### src/hw/rtl/ple_pkg.sv
package ple_pkg;

	localparam int CMD_W      = 3;
	localparam int DATA_W     = 32;
	localparam int VAL_W      = 31;
	localparam int POS_W      = 8;
	localparam int SMALL_W    = 5;
	localparam int APB_ADDR_W = 2;
	localparam int APB_DATA_W = 32;

	// two-entry command queue between front and back
	localparam int QUEUE_DEPTH = 2;
	localparam int QPTR_W      = $clog2(QUEUE_DEPTH);

	localparam logic [APB_ADDR_W-1:0] ADDR_THRESHOLD  = 2'd0;
	localparam logic [VAL_W-1:0]      THRESHOLD_RESET = 31'd10;

	typedef enum logic [CMD_W-1:0] {
		CMD_INSERT = 3'd0,
		CMD_READ   = 3'd1,
		CMD_REMOVE = 3'd2,
		CMD_SEARCH = 3'd3,
		CMD_SCAN   = 3'd4,
		CMD_DUMP   = 3'd5
	} cmd_code_t;

	typedef enum logic [2:0] {
		ST_OK       = 3'd0,
		ST_FULL     = 3'd1,
		ST_BADPOS   = 3'd2,
		ST_BADVAL   = 3'd3,
		ST_NOTFOUND = 3'd4,
		ST_EMPTY    = 3'd5
	} status_t;

	// classified command as it waits in the queue
	typedef struct packed {
		cmd_code_t        op;
		logic             neg;
		logic [VAL_W-1:0] mag;
		logic [POS_W-1:0] pos;
	} ple_item_t;

endpackage

### src/hw/rtl/ple_cmd_if.sv
interface ple_cmd_if;
	import ple_pkg::*;

	logic                     valid;
	logic                     ready;
	logic [CMD_W-1:0]         command;
	logic signed [DATA_W-1:0] value;
	logic [POS_W-1:0]         position;

	modport source (output valid, output command, output value, output position, input ready);
	modport sink (input valid, input command, input value, input position, output ready);

endinterface

### src/hw/rtl/ple_res_if.sv
interface ple_res_if;
	import ple_pkg::*;

	logic               valid;
	logic               ready;
	logic [2:0]         status;
	logic [SMALL_W-1:0] position_out;
	logic [VAL_W-1:0]   value_out;
	logic [SMALL_W-1:0] count_out;
	logic               last;

	modport source (output valid, output status, output position_out, output value_out,
		output count_out, output last, input ready);
	modport sink (input valid, input status, input position_out, input value_out,
		input count_out, input last, output ready);

endinterface

### src/hw/rtl/ple_front.sv
module ple_front (
	ple_cmd_if.sink            cmd,
	input  logic               q_full,
	output logic               q_push,
	output ple_pkg::ple_item_t q_item
);
	import ple_pkg::*;

	logic legal;

	// undefined command codes are taken and dropped
	always_comb begin
		unique case (cmd.command) inside
			CMD_INSERT, CMD_READ, CMD_REMOVE, CMD_SEARCH, CMD_SCAN, CMD_DUMP: legal = 1'b1;
			default: legal = 1'b0;
		endcase
	end

	always_comb begin
		q_item.op  = cmd_code_t'(cmd.command);
		q_item.neg = cmd.value[DATA_W-1];
		q_item.mag = cmd.value[VAL_W-1:0];
		q_item.pos = cmd.position;
	end

	assign cmd.ready = !q_full;
	assign q_push    = cmd.valid && !q_full && legal;

endmodule

### src/hw/rtl/ple_queue.sv
module ple_queue (
	input  logic               clk,
	input  logic               arst_n,
	input  logic               push,
	input  ple_pkg::ple_item_t item_in,
	output logic               full,
	input  logic               pop,
	output ple_pkg::ple_item_t item_out,
	output logic               empty
);
	import ple_pkg::*;

	ple_item_t         slot_q [QUEUE_DEPTH];
	logic [QPTR_W-1:0] wr_ptr_q;
	logic [QPTR_W-1:0] rd_ptr_q;
	logic [QPTR_W:0]   fill_q;

	assign full     = (fill_q == (QPTR_W+1)'(QUEUE_DEPTH));
	assign empty    = (fill_q == '0);
	assign item_out = slot_q[rd_ptr_q];

	// depth is a power of two, pointers wrap by themselves
	always_ff @(posedge clk or negedge arst_n) begin
		if (!arst_n) begin
			wr_ptr_q <= '0;
			rd_ptr_q <= '0;
			fill_q   <= '0;
		end else begin
			if (push) begin
				wr_ptr_q <= wr_ptr_q + QPTR_W'(1);
			end
			if (pop) begin
				rd_ptr_q <= rd_ptr_q + QPTR_W'(1);
			end
			if (push && !pop) begin
				fill_q <= fill_q + (QPTR_W+1)'(1);
			end else if (pop && !push) begin
				fill_q <= fill_q - (QPTR_W+1)'(1);
			end
		end
	end

	always_ff @(posedge clk) begin
		if (push) begin
			slot_q[wr_ptr_q] <= item_in;
		end
	end

endmodule

### src/hw/rtl/ple_back.sv
module ple_back #(
	parameter int CAPACITY = 16
) (
	input  logic                      clk,
	input  logic                      arst_n,
	input  logic                      q_empty,
	input  ple_pkg::ple_item_t        q_item,
	output logic                      q_pop,
	input  logic [ple_pkg::VAL_W-1:0] threshold,
	ple_res_if.source                 res
);
	import ple_pkg::*;

	localparam int IDXW = (CAPACITY > 1) ? $clog2(CAPACITY) : 1;
	localparam int CNTW = $clog2(CAPACITY + 1);

	typedef enum logic [10:0] {
		S_IDLE    = 11'b00000000001,
		S_DECIDE  = 11'b00000000010,
		S_RD_DONE = 11'b00000000100,
		S_INS_RD  = 11'b00000001000,
		S_INS_WR  = 11'b00000010000,
		S_RM_GONE = 11'b00000100000,
		S_RM_RD   = 11'b00001000000,
		S_RM_WR   = 11'b00010000000,
		S_WALK    = 11'b00100000000,
		S_CHECK   = 11'b01000000000,
		S_EMIT    = 11'b10000000000
	} state_t;

	typedef struct packed {
		status_t            status;
		logic [SMALL_W-1:0] pos;
		logic [VAL_W-1:0]   val;
		logic [SMALL_W-1:0] cnt;
		logic               last;
	} ple_res_t;

	function automatic ple_res_t mk_res(status_t st, logic [SMALL_W-1:0] p,
		logic [VAL_W-1:0] v, logic [SMALL_W-1:0] c, logic l);
		ple_res_t r;
		r.status = st;
		r.pos    = p;
		r.val    = v;
		r.cnt    = c;
		r.last   = l;
		return r;
	endfunction

	state_t           state_q;
	state_t           ret_q;
	cmd_code_t        op_q;
	logic             neg_q;
	logic [VAL_W-1:0] mag_q;
	logic [POS_W-1:0] pos_q;
	logic [CNTW-1:0]  idx_q;
	logic [CNTW-1:0]  hits_q;
	logic [CNTW-1:0]  count_q;
	logic [VAL_W-1:0] gone_q;
	ple_res_t         pend_q;
	ple_res_t         res_q;
	logic             res_valid_q;

	logic [VAL_W-1:0] mem [CAPACITY];
	logic [VAL_W-1:0] rdata_q;
	logic             mem_re;
	logic [IDXW-1:0]  mem_raddr;
	logic             mem_we;
	logic [IDXW-1:0]  mem_waddr;
	logic [VAL_W-1:0] mem_wdata;

	logic               out_free;
	logic               pos_live;
	logic               pos_le;
	logic               walk_go;
	logic [CNTW-1:0]    pos_c;
	logic [CNTW-1:0]    idx_inc;
	logic [CNTW-1:0]    idx_dec;
	logic [CNTW-1:0]    count_inc;
	logic [CNTW-1:0]    count_dec;
	logic [SMALL_W-1:0] cnt_s;

	assign out_free  = !res_valid_q || res.ready;
	assign pos_live  = pos_q < POS_W'(count_q);
	assign pos_le    = pos_q <= POS_W'(count_q);
	assign pos_c     = pos_q[CNTW-1:0];
	assign idx_inc   = idx_q + CNTW'(1);
	assign idx_dec   = idx_q - CNTW'(1);
	assign count_inc = count_q + CNTW'(1);
	assign count_dec = count_q - CNTW'(1);
	assign cnt_s     = SMALL_W'(count_q);
	assign walk_go   = (idx_q < count_q) && !(op_q == CMD_SEARCH && neg_q);
	assign q_pop     = (state_q == S_IDLE) && !q_empty;

	// memory port control
	always_comb begin
		mem_re    = 1'b0;
		mem_raddr = '0;
		mem_we    = 1'b0;
		mem_waddr = '0;
		mem_wdata = '0;
		unique case (state_q) inside
			S_DECIDE: begin
				if ((op_q == CMD_READ || op_q == CMD_REMOVE) && pos_live) begin
					mem_re    = 1'b1;
					mem_raddr = pos_q[IDXW-1:0];
				end
			end
			S_INS_RD: begin
				if (idx_q > pos_c) begin
					mem_re    = 1'b1;
					mem_raddr = idx_dec[IDXW-1:0];
				end else begin
					mem_we    = 1'b1;
					mem_waddr = pos_q[IDXW-1:0];
					mem_wdata = mag_q;
				end
			end
			S_INS_WR, S_RM_WR: begin
				mem_we    = 1'b1;
				mem_waddr = idx_q[IDXW-1:0];
				mem_wdata = rdata_q;
			end
			S_RM_RD: begin
				if (idx_inc < count_q) begin
					mem_re    = 1'b1;
					mem_raddr = idx_inc[IDXW-1:0];
				end
			end
			S_WALK: begin
				if (walk_go) begin
					mem_re    = 1'b1;
					mem_raddr = idx_q[IDXW-1:0];
				end
			end
			default: ;
		endcase
	end

	always_ff @(posedge clk) begin
		if (mem_we) begin
			mem[mem_waddr] <= mem_wdata;
		end
		if (mem_re) begin
			rdata_q <= mem[mem_raddr];
		end
	end

	// sequencer
	always_ff @(posedge clk or negedge arst_n) begin
		if (!arst_n) begin
			state_q <= S_IDLE;
			ret_q   <= S_IDLE;
			op_q    <= CMD_INSERT;
			neg_q   <= 1'b0;
			mag_q   <= '0;
			pos_q   <= '0;
			idx_q   <= '0;
			hits_q  <= '0;
			count_q <= '0;
			gone_q  <= '0;
			pend_q  <= '0;
		end else begin
			unique case (state_q)
				S_IDLE: begin
					if (!q_empty) begin
						op_q    <= q_item.op;
						neg_q   <= q_item.neg;
						mag_q   <= q_item.mag;
						pos_q   <= q_item.pos;
						state_q <= S_DECIDE;
					end
				end
				S_DECIDE: begin
					ret_q <= S_IDLE;
					unique case (op_q) inside
						CMD_INSERT: begin
							if (count_q == CNTW'(CAPACITY)) begin
								pend_q  <= mk_res(ST_FULL, '0, '0, cnt_s, 1'b1);
								state_q <= S_EMIT;
							end else if (!pos_le) begin
								pend_q  <= mk_res(ST_BADPOS, '0, '0, cnt_s, 1'b1);
								state_q <= S_EMIT;
							end else if (neg_q) begin
								pend_q  <= mk_res(ST_BADVAL, '0, '0, cnt_s, 1'b1);
								state_q <= S_EMIT;
							end else begin
								idx_q   <= count_q;
								state_q <= S_INS_RD;
							end
						end
						CMD_READ, CMD_REMOVE: begin
							if (!pos_live) begin
								pend_q  <= mk_res(ST_BADPOS, '0, '0, cnt_s, 1'b1);
								state_q <= S_EMIT;
							end else if (op_q == CMD_READ) begin
								state_q <= S_RD_DONE;
							end else begin
								state_q <= S_RM_GONE;
							end
						end
						CMD_SEARCH, CMD_SCAN: begin
							idx_q   <= '0;
							hits_q  <= '0;
							state_q <= S_WALK;
						end
						CMD_DUMP: begin
							if (count_q == '0) begin
								pend_q  <= mk_res(ST_EMPTY, '0, '0, '0, 1'b1);
								state_q <= S_EMIT;
							end else begin
								idx_q   <= '0;
								state_q <= S_WALK;
							end
						end
						default: state_q <= S_IDLE;
					endcase
				end
				S_RD_DONE: begin
					pend_q  <= mk_res(ST_OK, SMALL_W'(pos_q), rdata_q, cnt_s, 1'b1);
					ret_q   <= S_IDLE;
					state_q <= S_EMIT;
				end
				S_INS_RD: begin
					if (idx_q > pos_c) begin
						state_q <= S_INS_WR;
					end else begin
						count_q <= count_inc;
						pend_q  <= mk_res(ST_OK, SMALL_W'(pos_q), mag_q,
							SMALL_W'(count_inc), 1'b1);
						ret_q   <= S_IDLE;
						state_q <= S_EMIT;
					end
				end
				S_INS_WR: begin
					idx_q   <= idx_dec;
					state_q <= S_INS_RD;
				end
				S_RM_GONE: begin
					gone_q  <= rdata_q;
					idx_q   <= pos_c;
					state_q <= S_RM_RD;
				end
				S_RM_RD: begin
					if (idx_inc < count_q) begin
						state_q <= S_RM_WR;
					end else begin
						count_q <= count_dec;
						pend_q  <= mk_res(ST_OK, SMALL_W'(pos_q), gone_q,
							SMALL_W'(count_dec), 1'b1);
						ret_q   <= S_IDLE;
						state_q <= S_EMIT;
					end
				end
				S_RM_WR: begin
					idx_q   <= idx_inc;
					state_q <= S_RM_RD;
				end
				S_WALK: begin
					if (walk_go) begin
						state_q <= S_CHECK;
					end else begin
						if (op_q == CMD_SCAN) begin
							pend_q <= mk_res(ST_OK, '0, '0, SMALL_W'(hits_q), 1'b1);
						end else begin
							pend_q <= mk_res(ST_NOTFOUND, '0, '0, cnt_s, 1'b1);
						end
						ret_q   <= S_IDLE;
						state_q <= S_EMIT;
					end
				end
				S_CHECK: begin
					idx_q <= idx_inc;
					unique case (op_q)
						CMD_SEARCH: begin
							if (rdata_q == mag_q) begin
								pend_q  <= mk_res(ST_OK, SMALL_W'(idx_q), mag_q, cnt_s, 1'b1);
								ret_q   <= S_IDLE;
								state_q <= S_EMIT;
							end else begin
								state_q <= S_WALK;
							end
						end
						CMD_SCAN: begin
							if (rdata_q > threshold) begin
								hits_q  <= hits_q + CNTW'(1);
								pend_q  <= mk_res(ST_OK, SMALL_W'(idx_q), rdata_q, cnt_s, 1'b0);
								ret_q   <= S_WALK;
								state_q <= S_EMIT;
							end else begin
								state_q <= S_WALK;
							end
						end
						CMD_DUMP: begin
							pend_q  <= mk_res(ST_OK, SMALL_W'(idx_q), rdata_q, cnt_s,
								idx_inc == count_q);
							ret_q   <= (idx_inc == count_q) ? S_IDLE : S_WALK;
							state_q <= S_EMIT;
						end
						default: state_q <= S_IDLE;
					endcase
				end
				S_EMIT: begin
					if (out_free) begin
						state_q <= ret_q;
					end
				end
				default: state_q <= S_IDLE;
			endcase
		end
	end

	// output register
	always_ff @(posedge clk or negedge arst_n) begin
		if (!arst_n) begin
			res_valid_q <= 1'b0;
			res_q       <= '0;
		end else begin
			if (state_q == S_EMIT && out_free) begin
				res_valid_q <= 1'b1;
				res_q       <= pend_q;
			end else if (res.ready) begin
				res_valid_q <= 1'b0;
			end
		end
	end

	assign res.valid        = res_valid_q;
	assign res.status       = res_q.status;
	assign res.position_out = res_q.pos;
	assign res.value_out    = res_q.val;
	assign res.count_out    = res_q.cnt;
	assign res.last         = res_q.last;

	a_count_bound: assert property (@(posedge clk) disable iff (!arst_n)
		count_q <= CNTW'(CAPACITY))
		else $error("entry count above capacity");

	a_read_live: assert property (@(posedge clk) disable iff (!arst_n)
		mem_re |-> (CNTW'(mem_raddr) < count_q))
		else $error("read of an entry that is not live");

	a_write_range: assert property (@(posedge clk) disable iff (!arst_n)
		mem_we |-> (CNTW'(mem_waddr) <= count_q))
		else $error("write beyond the end of the list");

	a_count_step: assert property (@(posedge clk) disable iff (!arst_n)
		!$stable(count_q) |-> (count_q == $past(count_q) + CNTW'(1)
			|| count_q == $past(count_q) - CNTW'(1)))
		else $error("entry count moved by more than one");

	a_last_ends: assert property (@(posedge clk) disable iff (!arst_n)
		(state_q == S_EMIT && out_free && pend_q.last) |=> state_q == S_IDLE)
		else $error("sequencer kept running after the final result");

endmodule

### src/hw/rtl/positional_list_engine.sv
// positional list engine: an ordered list of up to CAPACITY non-negative 31-bit values
// cmd channel (valid/ready): command, value, position; one transfer per command
// res channel (valid/ready): status, position_out, value_out, count_out, last;
//   every command but the undefined codes 6 and 7 yields one or more transfers,
//   the final one with last set; undefined codes are taken and dropped
// APB port: register 0 at byte address 0 holds the scan threshold (reset 10)
// commands work on the single-port entry memory and its registered read:
//   insert moves entries up one at a time, remove moves entries down one at a time,
//   search and scan visit entries from position 0, dump gives one result per entry
// a two-entry queue lets the front take commands while the back is busy,
// and the result register lets the back go on while a result waits
// reset empties the list, the queue and the result register; entry contents
// are not cleared, only entries below the count are ever read
// a stalled receiver holds the result register; the back waits with the next
// result pending and the queue fills until the cmd channel drops ready
module positional_list_engine #(
	parameter int CAPACITY = 16
) (
	input  logic                           clk,
	input  logic                           arst_n,
	ple_cmd_if.sink                        cmd,
	ple_res_if.source                      res,
	input  logic                           psel,
	input  logic                           penable,
	input  logic                           pwrite,
	input  logic [ple_pkg::APB_ADDR_W-1:0] paddr,
	input  logic [ple_pkg::APB_DATA_W-1:0] pwdata,
	output logic [ple_pkg::APB_DATA_W-1:0] prdata,
	output logic                           pready
);
	import ple_pkg::*;

	// front to queue
	logic      q_push;
	logic      q_full;
	ple_item_t q_in;

	// queue to back
	logic      q_pop;
	logic      q_empty;
	ple_item_t q_out;

	// scan threshold register
	logic [VAL_W-1:0] threshold_q;

	// apb write completes in the access phase, no wait states
	assign pready = 1'b1;

	always_ff @(posedge clk or negedge arst_n) begin
		if (!arst_n) begin
			threshold_q <= THRESHOLD_RESET;
		end else if (psel && penable && pwrite && paddr == ADDR_THRESHOLD) begin
			threshold_q <= pwdata[VAL_W-1:0];
		end
	end

	// unmapped addresses read as zero
	always_comb begin
		if (paddr == ADDR_THRESHOLD) begin
			prdata = APB_DATA_W'(threshold_q);
		end else begin
			prdata = '0;
		end
	end

	// command decode, drops undefined codes
	ple_front u_front (
		.cmd    (cmd),
		.q_full (q_full),
		.q_push (q_push),
		.q_item (q_in)
	);

	// decouples command intake from list operations
	ple_queue u_queue (
		.clk      (clk),
		.arst_n   (arst_n),
		.push     (q_push),
		.item_in  (q_in),
		.full     (q_full),
		.pop      (q_pop),
		.item_out (q_out),
		.empty    (q_empty)
	);

	// list storage, shifting and walking, result register
	ple_back #(
		.CAPACITY (CAPACITY)
	) u_back (
		.clk       (clk),
		.arst_n    (arst_n),
		.q_empty   (q_empty),
		.q_item    (q_out),
		.q_pop     (q_pop),
		.threshold (threshold_q),
		.res       (res)
	);

endmodule
### src/flat_wrapper.sv
// flat-port wrapper written by rule: the top's interface ports become plain ports
module positional_list_engine_flat import ple_pkg::*;
#(
	parameter int CAPACITY = 16
)
  (clk, arst_n, psel, penable, pwrite, paddr, pwdata, prdata, pready, cmd_valid, cmd_command, cmd_value, cmd_position, cmd_ready, res_valid, res_status, res_position_out, res_value_out, res_count_out, res_last, res_ready);
  ple_cmd_if cmd_i ();
  ple_res_if res_i ();
  input  logic clk;
  input  logic arst_n;
  input  logic psel;
  input  logic penable;
  input  logic pwrite;
  input  logic [ple_pkg::APB_ADDR_W-1:0] paddr;
  input  logic [ple_pkg::APB_DATA_W-1:0] pwdata;
  output logic [ple_pkg::APB_DATA_W-1:0] prdata;
  output logic pready;
  input wire logic [$bits(cmd_i.valid)-1:0] cmd_valid;
  input wire logic [$bits(cmd_i.command)-1:0] cmd_command;
  input wire logic [$bits(cmd_i.value)-1:0] cmd_value;
  input wire logic [$bits(cmd_i.position)-1:0] cmd_position;
  output wire logic [$bits(cmd_i.ready)-1:0] cmd_ready;
  output wire logic [$bits(res_i.valid)-1:0] res_valid;
  output wire logic [$bits(res_i.status)-1:0] res_status;
  output wire logic [$bits(res_i.position_out)-1:0] res_position_out;
  output wire logic [$bits(res_i.value_out)-1:0] res_value_out;
  output wire logic [$bits(res_i.count_out)-1:0] res_count_out;
  output wire logic [$bits(res_i.last)-1:0] res_last;
  input wire logic [$bits(res_i.ready)-1:0] res_ready;
  assign cmd_i.valid = cmd_valid;
  assign cmd_i.command = cmd_command;
  assign cmd_i.value = cmd_value;
  assign cmd_i.position = cmd_position;
  assign cmd_ready = cmd_i.ready;
  assign res_valid = res_i.valid;
  assign res_status = res_i.status;
  assign res_position_out = res_i.position_out;
  assign res_value_out = res_i.value_out;
  assign res_count_out = res_i.count_out;
  assign res_last = res_i.last;
  assign res_i.ready = res_ready;
  positional_list_engine #(.CAPACITY(CAPACITY)) u_core (.clk(clk), .arst_n(arst_n), .cmd(cmd_i), .res(res_i), .psel(psel), .penable(penable), .pwrite(pwrite), .paddr(paddr), .pwdata(pwdata), .prdata(prdata), .pready(pready));
endmodule
### config.mk
export PLATFORM = sky130hd
export DESIGN_NAME = positional_list_engine_flat
export DESIGN_NICKNAME = d
export VERILOG_FILES = /design/src/hw/rtl/ple_pkg.sv /design/src/hw/rtl/ple_cmd_if.sv /design/src/hw/rtl/ple_res_if.sv /design/src/hw/rtl/ple_front.sv /design/src/hw/rtl/ple_queue.sv /design/src/hw/rtl/ple_back.sv /design/src/hw/rtl/positional_list_engine.sv /design/src/flat_wrapper.sv
export SDC_FILE = /design/constraint.sdc
export NUM_CORES = 1
export LEC_CHECK = 0
export BUFFER_PORTS_ARGS = -buffer_cell sky130_fd_sc_hd__buf_4
export CAP_MARGIN = 5
export CORE_AREA = 2 2 245 247
export CTS_CLUSTER_SIZE = 25
export DETAILED_ROUTE_END_ITERATION = 6
export DIE_AREA = 0 0 247 249
export HOLD_SLACK_MARGIN = 0.08
export PLACE_DENSITY = 0.89
export SYNTH_ARGS = -nofsm -noshare
export SYNTH_HDL_FRONTEND = slang
export SYNTH_SLANG_ARGS = --single-unit
export TNS_END_PERCENT = 1
### constraint.sdc
create_clock -name clk -period 7.45 [get_ports clk]
set_clock_uncertainty 0.05 [all_clocks]
set_input_delay 1.1175 -clock clk [delete_from_list [all_inputs] [get_ports clk]]
set_output_delay 1.1175 -clock clk [all_outputs]
set_load 0.02 [all_outputs]
==> run_results.csv <==
group,metric,value,unit
timing,rsz0062_at_grt,"false",
clocking,htree_num_levels,3,
worst_hold_path,min_path_cells,2,
setup_path,regToRegStartpoint,"u_core.u_back.idx_q[1]$_DFFE_PN0P_",
placed_design,numPlacedInstances,3269,
detailed_routing,post-route-drc-count,7,
setup_path,cp_data_required_time,7.91,ns
setup_path,cp_max_fo,86,
power_and_ir_drop,total_power_density_per_cell_area,287,nW/um2
detailed_routing,num_vias,24385,
setup_path,criticalPathCategory,"flip-flop to flip-flop",
clocking,post_cts_hold_fix_bufs,0,
placed_design,placedInstanceArea,37000,um2
synth,async_reset_ff_share,27.1,%
synth,yosys_most_used_dff,"edfxtp_1",
synth,synthCells,2472,
global_route,wire_length_of_the_first_global_routing_pass,149,mm
synth,yosysSeqAreaShare,68.9,%
synth,synth.lib_cells_used.distinct,69,
placed_design,io_buffers,160,
worst_hold_path,worst_hold_startpoint,"u_core.u_back.ret_q[0]$_DFFE_PN1P_",
detailed_routing,ant_nets,0,
floorplanning,die_width,247,um
synth,combinational_family_with_the_most_area_after_synthesis,"compound AO/OA/AOI/OAI gates",
setup_path,rr_endpoint,"u_core.u_back.rdata_q[19]$_DFFE_PP_",
clocking,buffers_inserted_by_post_cts_timing_repair,0,
synth,synth-edff-count,613,
cells_and_area,synthToLayoutAreaGrowth,13.0,%
timing,final_min_period_over_clock_period,73.6,%
synth,synth-simple-area-share,7.46,%
synth,synthesized_flop_and_latch_total,841,
timing,worst_slew_pin_tran,1.39,ns
cells_and_area,antenna-diode-count,0,
clocking,clk_transition_reported_paths,0.06,ns
clocking,postCtsResizedCells,0,
power_and_ir_drop,leakagePower,13.4,nW
cells_and_area,drive_gt1_share,16.9,%
run,drv.max_cap_violation_count,0,
synth,synth-adder-area-share,2.07,%
cells_and_area,nets,2720,
global_route,antenna_found_initial,2,
floorplanning,initial_util,59.7,%
detailed_routing,first_pass_iters,7,
timing,report.final.hold_viol_count,0,
cells_and_area,final_standard_cell_count_with_taps_included_and_fillers_excluded,3415,
timing,fin_tns_setup,0,ns
global_route,grt_max_degree,141,
synth,yosys_warnings,0,
timing,worst_max_slew_margin_expressed_relative_to_the_limit,7.64,%
synth,synth.cell_area,35000,um2
global_route,grt_pass1_vias,24168,
synth,synth_compound_gate_area_share,13.1,%
timing,setup-violations-final,0,
setup_path,r2r_depth,14,
setup_path,cp-end-kind,"flip-flop",
timing,post-route-min-period,5.49,ns
timing,final_max_slew_viol_count,0,
clocking,clk-insertion-delay-late,0.66,ns
synth,synthXorXnorAreaFrac,1.25,%
outcome,result_of_the_run,"complete, but fails checks",
setup_path,r2r_slack,1.96,ns
floorplanning,num_rows,89,
synth,synth_mux_area_share,4.28,%
synth,syn_area_per_cell,14.2,um2
timing,finalWorstSetupSlack,1.96,ns
clocking,tritoncts,"done",
worst_hold_path,timing.hold.worst.class,"flip-flop to flip-flop",
outcome,failed_checks,"DRC",
synth,synth_fp_nets,2613,
floorplanning,core_area,58700,um2
timing,fmax,182,MHz
global_route,globalRoute.totalOverflow,0,
floorplanning,floorplan.io_pins,164,
setup_path,timing.critical_path.from_type,"flip-flop",
floorplanning,fp.dieArea,61500,um2
placed_design,post-place-ws,2.32,ns
detailed_routing,detailedRoute.firstIterationViolations,4279,
worst_hold_path,hold_path_end,"u_core.u_back.ret_q[0]$_DFFE_PN1P_",
clocking,cts.root.buffer_cell,"clkbuf_16",
clocking,clock_sinks,841,
clocking,cts_buffer_depth,3,
floorplanning,die_y,249,um
placed_design,dp_hpwl,56.1,mm
global_route,grt_usage,32.3,%
setup_path,worst-endpoint-arrival,5.95,ns
placed_design,finalWeightedCongestion,0.901,
detailed_routing,drt-vias-per-instance,7.14,
clocking,cts_inserted_buffers,79,
detailed_routing,routed_wirelength,99.8,mm
cells_and_area,finish.instance_area,39600,um2
detailed_routing,wl_per_cell,29.2,um
power_and_ir_drop,vdd_ir_drop_max,0.478,mV
==> how the worst max path moves through the flow <==
stage | from | to | slack (ns) | cells past startpoint
after detailed placement | u_core.u_back.pos_q[3]$_DFFE_PN0P_ | u_core.u_back.mem[15][17]$_DFFE_PP_ | 2.32 | 10
after floorplan | u_core.u_back.cnt_s[3]$_DFFE_PN0P_ | u_core.u_back.rdata_q[0]$_DFFE_PP_ | 3.22 | 7
after global placement | u_core.u_back.pos_q[3]$_DFFE_PN0P_ | u_core.u_back.mem[15][15]$_DFFE_PP_ | 2.47 | 10
after global routing | u_core.u_back.idx_q[2]$_DFFE_PN0P_ | u_core.u_back.rdata_q[19]$_DFFE_PP_ | 1.89 | 14
final | u_core.u_back.idx_q[1]$_DFFE_PN0P_ | u_core.u_back.rdata_q[19]$_DFFE_PP_ | 1.96 | 14
after CTS | u_core.u_back.idx_q[0]$_DFFE_PN0P_ | u_core.u_back.rdata_q[19]$_DFFE_PP_ | 2.14 | 14
==> power by group <==
part | switching, mW | total [mW] | internal, mW | leakage [nW]
clock network | 1.76 | 3.94 | 2.18 | 1.22
registers | 0.435 | 5.76 | 5.33 | 7.41
logic | 1.04 | 1.64 | 0.601 | 4.77
total | 3.24 | 11.4 | 8.11 | 13.4
==> cells by family (layout without fill, tap and decap cells) <==
logic type               Yosys count  after routing
adder cells (fa/ha/maj)           58             58
flip-flops                       841            841
multiplexers                     140            140
XOR/XNOR                          50             50
AO/OA/AOI/OAI                    572            572
buffers and inverters            259            429
AND/OR/NAND/NOR                  550            550
other                              2              2
==> final cells by class <==
class | instances | area (um2)
clock inverters | 45 | 377
repair buffers | 197 | 1540
flip-flops and latches | 841 | 24100
clock buffers | 99 | 2130
inverters | 88 | 330
well taps | 773 | 967
multi-input cells | 1372 | 10100
fillers | 3559 | 19100
==> synth_stat cells, types with 3 or more instances <==
cell / count / area share [%]
a22o_1: 63 / 1.6
a31oi_1: 5 / 0.089
mux2_2: 53 / 1.7
nor2_1: 136 / 1.5
nor3_1: 105 / 1.5
a221o_1: 3 / 0.086
buf_1: 18 / 0.19
nand4_1: 13 / 0.23
ha_1: 57 / 2.0
nand4bb_1: 3 / 0.096
a222oi_1: 31 / 0.89
buf_4: 3 / 0.064
o22ai_1: 8 / 0.14
buf_2: 19 / 0.27
xnor2_1: 12 / 0.30
edfxtp_1: 613 / 53
a21o_1: 5 / 0.11
nor4_1: 12 / 0.21
mux2_4: 6 / 0.26
nand2b_1: 11 / 0.20
dfstp_2: 4 / 0.30
and4_1: 4 / 0.10
and3_1: 7 / 0.13
nor2b_1: 11 / 0.20
dfrtp_1: 224 / 16
buf_6: 5 / 0.16
clkbuf_1: 126 / 1.4
nand2_1: 162 / 1.7
inv_1: 88 / 0.94
mux2i_1: 81 / 2.3
nand3_1: 32 / 0.46
and2_1: 4 / 0.071
or2_2: 5 / 0.089
a221oi_2: 31 / 1.3
o21a_1: 4 / 0.086
o21ai_0: 139 / 2.0
a21oi_1: 30 / 0.43
xor2_1: 38 / 0.95
a221oi_1: 227 / 5.7
or3_1: 34 / 0.61
==> layer usage <==
metal | global-route usage, % | part of all wire (%) | vias to the layer above
li1 | - | - | 9895
met1 | 41.6 | 34 | 11791
met5 | 0 | 0.021 | -
met3 | 9.66 | 14 | 461
met2 | 49.9 | 47 | 2234
met4 | 16.3 | 5.6 | 4
==> placed cells by master, fill, tap and decap left out, types with 30 or more instances in the layout <==
cell type / netlist / routed
nand2_1: 162 / 161
a21oi_1: 30 / 30
o21ai_0: 139 / 137
mux2i_1: 81 / 81
or3_1: 34 / 33
nor3_1: 105 / 104
a221oi_2: 31 / 30
edfxtp_1: 613 / 613
clkbuf_16: 0 / 81
a222oi_1: 31 / 31
ha_1: 57 / 57
xor2_1: 38 / 38
dfrtp_1: 224 / 223
nand3_1: 32 / 32
buf_4: 3 / 192
mux2_2: 53 / 53
a22o_1: 63 / 63
nor2_1: 136 / 114
a221oi_1: 227 / 227
inv_1: 88 / 88
==> worst max-delay path: stages (launching register included) <==
cell and delay, ns:
dfrtp_1 0.64, ha_1 0.34, nor2_1 0.07, or2_2 0.33, ha_1 0.28, nand3_1 0.11
o21bai_1 0.22, nand3_1 0.17, mux2i_1 0.14, a221oi_4 0.19, buf_4 0.78, buf_4 0.95
a221oi_1 0.33, nor3_1 0.44, or3_1 0.21
==> stage by stage <==
stage | total power [mW] | hold slack [ns] | util [%]
after global routing | 11.7 | 0.432 | 67.4
after floorplan | 6.71 | 0.391 | -
final | 11.4 | 0.416 | 67.4
after detailed placement | 7.38 | 0.404 | 63.1
after CTS | 11.3 | 0.414 | 67.3
after global placement | 7.27 | 0.405 | 63.1
==> state kept, by name (all words and copies together) (netlist names), 8 cells and up <==
signal	flops
u_core.u_back.res.value_out	31
u_core.u_back.pos_q	8
u_core.u_back.pend_q	45
u_core.u_back.gone_q	31
u_core.u_back.mag_q	31
u_core.threshold_q	31
u_core.u_back.state_q	11
u_core.u_back.mem	496
u_core.u_queue.slot_q	86
u_core.u_back.rdata_q	31
(Power assumes the default switching activity.)
